[src/tss_pkg.sv]
`timescale 1ns / 1ps
// ----------------------------------------------------------------------------
// Spectrum sampler package
// Shared constants, request, status and mode codes, and the state type.
// ----------------------------------------------------------------------------
package tss_pkg;

  localparam int unsigned TableDepth     = 256;
  localparam int unsigned RandomBits     = 24;
  localparam int unsigned WavelengthBits = 20;
  localparam int unsigned WeightBits     = 24;
  localparam int unsigned EnergyBits     = 27;
  localparam logic [26:0] EnergyConst    = 27'd123984187;
  localparam logic [23:0] WeightMax      = 24'hFFFFFF;

  typedef enum logic [1:0] {
    REQ_LOAD  = 2'd0,
    REQ_DRAW  = 2'd1,
    REQ_CLEAR = 2'd2,
    REQ_NOP   = 2'd3
  } req_e;

  typedef enum logic [1:0] {
    ST_OK    = 2'd0,
    ST_EMPTY = 2'd1,
    ST_FULL  = 2'd2,
    ST_ORDER = 2'd3
  } status_e;

  typedef enum logic [1:0] {
    MODE_FIXED  = 2'd0,
    MODE_HIST   = 2'd1,
    MODE_INTERP = 2'd2
  } mode_e;

  typedef enum logic [2:0] {
    S_IDLE,
    S_SEARCH,
    S_READ,
    S_ADJ,
    S_DIV,
    S_OUT
  } state_e;

endpackage

[src/tss_div_cell.sv]
`timescale 1ns / 1ps
// ----------------------------------------------------------------------------
// Spectrum sampler divider cell
// One restoring division step; cells are chained, each registering its
// partial remainder and handing it to the next cell every cycle.
// ----------------------------------------------------------------------------
module tss_div_cell #(
  parameter int unsigned WavelengthBits = tss_pkg::WavelengthBits,
  parameter int unsigned Shift          = 0
) (
  input  logic                      clk_i,
  input  logic                      rst_ni,
  input  logic                      valid_i,
  input  logic [26:0]               rem_i,
  input  logic [26:0]               quo_i,
  input  logic [WavelengthBits-1:0] div_i,
  output logic                      valid_o,
  output logic [26:0]               rem_o,
  output logic [26:0]               quo_o,
  output logic [WavelengthBits-1:0] div_o
);

  logic [WavelengthBits+26:0] trial;
  logic                       fits;

  always_comb begin
    trial = {{(WavelengthBits){1'b0}}, rem_i};
    fits  = ((trial >> Shift) >= {{27{1'b0}}, div_i});
  end

  always_ff @(posedge clk_i or negedge rst_ni) begin
    if (!rst_ni) begin
      valid_o <= 1'b0;
    end else begin
      valid_o <= valid_i;
    end
  end

  always_ff @(posedge clk_i) begin
    div_o <= div_i;
    if (fits) begin
      rem_o <= 27'(trial - ({{27{1'b0}}, div_i} << Shift));
      quo_o <= quo_i | (27'd1 << Shift);
    end else begin
      rem_o <= rem_i;
      quo_o <= quo_i;
    end
  end

endmodule

[src/tss_div_chain.sv]
`timescale 1ns / 1ps
// ----------------------------------------------------------------------------
// Spectrum sampler divider chain
// A row of 27 division cells computing the photon energy quotient.
// ----------------------------------------------------------------------------
module tss_div_chain #(
  parameter int unsigned WavelengthBits = tss_pkg::WavelengthBits
) (
  input  logic                      clk_i,
  input  logic                      rst_ni,
  input  logic                      start_i,
  input  logic [WavelengthBits-1:0] wl_i,
  output logic                      done_o,
  output logic [26:0]               quo_o
);

  localparam int unsigned NCells = 27;

  logic                      v   [NCells+1];
  logic [26:0]               rem [NCells+1];
  logic [26:0]               quo [NCells+1];
  logic [WavelengthBits-1:0] dv  [NCells+1];

  assign v[0]   = start_i && (wl_i != '0);
  assign rem[0] = tss_pkg::EnergyConst;
  assign quo[0] = '0;
  assign dv[0]  = wl_i;

  for (genvar k = 0; k < NCells; k++) begin : g_cell
    tss_div_cell #(
      .WavelengthBits(WavelengthBits),
      .Shift         (NCells - 1 - k)
    ) u_cell (
      .clk_i  (clk_i),
      .rst_ni (rst_ni),
      .valid_i(v[k]),
      .rem_i  (rem[k]),
      .quo_i  (quo[k]),
      .div_i  (dv[k]),
      .valid_o(v[k+1]),
      .rem_o  (rem[k+1]),
      .quo_o  (quo[k+1]),
      .div_o  (dv[k+1])
    );
  end

  assign done_o = v[NCells];
  assign quo_o  = quo[NCells];

endmodule

[config.mk]
export PLATFORM = sky130hd
export DESIGN_NAME = tss_div_chain
export DESIGN_NICKNAME = d
export VERILOG_FILES = /design/src/tss_pkg.sv /design/src/tss_div_cell.sv /design/src/tss_div_chain.sv
export SDC_FILE = /design/constraint.sdc
export NUM_CORES = 2
export LEC_CHECK = 0
export ABC_AREA = 1
export BUFFER_PORTS_ARGS = -buffer_cell sky130_fd_sc_hd__buf_2
export CORE_MARGIN = 4
export CORE_UTILIZATION = 45
export DETAILED_ROUTE_END_ITERATION = 16
export GPL_TIMING_DRIVEN = 0
export PLACE_DENSITY_LB_ADDON = 0.3
export SKIP_CTS_REPAIR_TIMING = 1
export SYNTH_ARGS = -nofsm -noshare
export SYNTH_HDL_FRONTEND = slang
export SYNTH_SLANG_ARGS = --single-unit
export TNS_END_PERCENT = 100
[constraint.sdc]
create_clock -name clk_i -period 4.19 [get_ports clk_i]
set_input_delay 0.2095 -clock clk_i [delete_from_list [all_inputs] [get_ports clk_i]]
set_output_delay 0.2095 -clock clk_i [all_outputs]
set_load 0.02 [all_outputs]
==> run_results.csv <==
group,metric,value,unit
setup_path,worstPathMaxFanout,10,
place,portBuffers,50,
routing,ant_nets,0,
yosys,async_flop_share,2.12,%
floorplan,fp-row-count,124,
finish,final_area,0.0588,sq mm
place,placed_cell_area,0.0544,sq mm
global_routing,grt_use_total,20.0,%
status,status,"finished clean",
setup_path,crit_arrival,2.99,ns
clock_network,clockBufferDepth,3,
floorplan,dieArea,0.122,sq mm
global_routing,grt_max_degree,28,
setup_path,worst-setup-path-type,"flip-flop to flip-flop",
yosys,synth_edf_count,0,
yosys,syn-cell-area,0.0523,sq mm
floorplan,die_w,349,um
hold_path,hp-class,"primary input to asynchronous set/reset pin",
sta,worst_pin_slew,0.903,ns
yosys,synthesis.instances,6556,
yosys,syn_nets,6935,
yosys,synth_seq_area_share,49.1,%
place,dp_hpwl,97300,um
power_and_ir_drop,p_per_area,636,mW/mm^2
clock_network,cts_tree,"built",
sta,fin_crit_sh,57.1,%
setup_path,required,4.79,ns
global_routing,antenna_found_initial,1,
sta,slew_headroom,39.8,%
place,gp_congestion,0.929,
clock_network,clk_pin_slew_worst_paths,0.07,ns
clock_network,worst_skew_pair.late_latency,0.73,ns
yosys,avgSynthCellArea,7.97,sq um
floorplan,core_area,0.115,sq mm
sta,worst_clock_skew,0.0457,ns
setup_path,crit_slowest_cell,"dfxtp_1",
sta,rsz0062_at_grt,"false",
routing,routed_wl,123000,um
setup_path,startpoint_type,"flip-flop",
sta,hold_ws,0.0410,ns
clock_network,ctsHtreeMaxLevel,3,
yosys,synth_cell_types,50,
yosys,synth_ff_type,"dfxtp_1",
global_routing,grt_pass1_vias,38000,
finish,final_util,51.2,%
sta,finalSetupViolations,0,
sta,maxSlewViolCount,0,
clock_network,cts_made_buffers,119,
routing,drc,0,
power_and_ir_drop,total_leakage_power,0.0302,uW
clock_network,cts_root_buf,"clkbuf_16",
routing,dr.pass1.iters,7,
sta,fin_tns_setup,0,ns
finish,nets,7128,
yosys,yosys_warnings,0,
routing,drt-initial-drc-count,2526,
global_routing,grt_pass1_wl,196000,um
routing,vias,40000,
finish,drive_above_1_share,6.79,%
floorplan,fp.dieH,349,um
yosys,ys_ff_latch,1276,
sta,min_period,2.39,ns
sta,hold_violations,0,
setup_path,crit_top_cell,"nor2_1",
clock_network,cts_sinks,1276,
finish,area_growth,12.5,%
setup_path,slowest_delay,0.46,ns
flow_run,max_cap_violations,0,
setup_path,worstPathCellList,"inv_1 -> ha_1 -> nand2_1 -> nor2_1 -> nand3_1 -> nor2_1 -> nor2_1 -> nand2_2 -> nor2_8 -> buf_6 -> a21oi_2",
floorplan,initial_core_util,45.5,%
sta,timing.fmax,418,MHz
global_routing,grt-ovfl-total,0,
floorplan,ioPinCount,51,
routing,wl_per_cell,14.7,um
routing,via_per_inst,4.78,
power_and_ir_drop,ir_drop,0.000404,V
finish,fill_cells,11000,
setup_path,crit_path_end_kind,"flip-flop",
## final cells by class
cell class	count	area, sq um	share of cell area, %
flip-flops and latches	1276	25700	43.7
clock buffers	167	3450	5.87
inverters	1057	3970	6.76
repair buffers	72	470	0.800
multi-input cells	4166	22100	37.6
well taps	1512	1890	3.22
plain buffers	57	472	0.802
diodes	2	5.00	0.00851
clock inverters	58	716	1.22
## layout by cell type, fill, tap and decap left out, drive strengths merged, types with 29 or more instances in the layout
cell type,count
dfxtp,1249
nand4,120
nand3b,59
nand2,2098
nor3,73
ha,333
clkbuf,170
buf,104
xor2,116
nand3,429
inv,1067
xnor2,37
a21oi,228
nor2,413
o21ai,124
clkinv,29
## per-layer routing
layer  wire (um)  GRT usage, %  vias up  part of all wire [%]
met5           0             0        -                     0
met4        3570          5.96        0                   2.9
met3        5430          2.51      208                   4.4
met2       57000          34.1      831                    46
met1       57000          26.5    18100                    46
li1            -             -    20800                     -
## worst max-delay path: cells and delay by family, from the launching register on
family	cells	cell delay, ns
buffers and inverters	2	0.24
adder cells (fa/ha/maj)	1	0.40
AND/OR/NAND/NOR	7	0.99
AO/OA/AOI/OAI	1	0.20
flip-flops	1	0.46
## per-stage QoR
stage               total power, uW  setup WS (ns)  instances
floorplan                     23100           2.35       6556
global placement              26400           1.78       8118
detailed placement            26500           1.79       8118
CTS                           37600           1.78       8343
global route                  39900           1.61       8365
finish                        37400           1.80       8367
## flip-flops by register name (all words and copies together) (netlist names)
name,flops
g_cell.u_cell.div_o,520
g_cell.u_cell.valid_o,27
g_cell.u_cell.quo_o,378
g_cell.u_cell.rem_o,351
## kinds of logic after synthesis
group	count (synthesis)	synth area share (%)
AND/OR/NAND/NOR	3253	26.5
flip-flops	1276	49.1
buffers and inverters	1114	8.51
AO/OA/AOI/OAI	404	4.45
adder cells (fa/ha/maj)	356	8.86
XOR/XNOR	153	2.56
## worst paths after layout
| check | startpoint | end | slack [ns] | depth (start not counted) |
|---|---|---|---|---|
| setup / recovery | g_cell[23].u_cell.div_o[19] | g_cell[24].u_cell.rem_o[24] | 1.80 | 11 |
| hold / removal | rst_ni | g_cell[9].u_cell.valid_o | 0.04 | 2 |
| setup reg to reg | g_cell[23].u_cell.div_o[19] | g_cell[24].u_cell.rem_o[24] | 1.80 | 11 |
| hold reg to reg | g_cell[25].u_cell.quo_o[20] | g_cell[26].u_cell.quo_o[20] | 0.32 | 0 |
| max in group asynchronous | rst_ni | g_cell[25].u_cell.valid_o | 3.69 | 2 |
| min in group clk_i | wl_i[4] | g_cell[0].u_cell.div_o[4] | 0.12 | 2 |
## synth_stat cells, drive strengths merged, types with 6 or more instances
cell type | count | area share [%]
xnor2 | 37 | 0.62
or2 | 21 | 0.25
o21ai | 124 | 1.4
a31oi | 8 | 0.096
nor4 | 21 | 0.26
o21bai | 23 | 0.33
a21oi | 228 | 2.3
nand3 | 429 | 4.3
nand4 | 120 | 1.5
buf | 54 | 0.88
inv | 1057 | 7.6
nor2 | 413 | 3.1
nand2 | 2098 | 15
fa | 23 | 0.88
and2 | 13 | 0.16
dfrtp | 27 | 1.3
o21a | 6 | 0.086
ha | 333 | 8.0
nand3b | 59 | 0.85
a21o | 9 | 0.13
nor3 | 73 | 0.74
xor2 | 116 | 1.9
dfxtp | 1249 | 48
## report_power, final
part,switching (uW),internal (uW)
Combinational,7600,4090
Clock,4740,6320
Sequential,1010,13600
No activity file was read; power rests on OpenSTA's default activity.
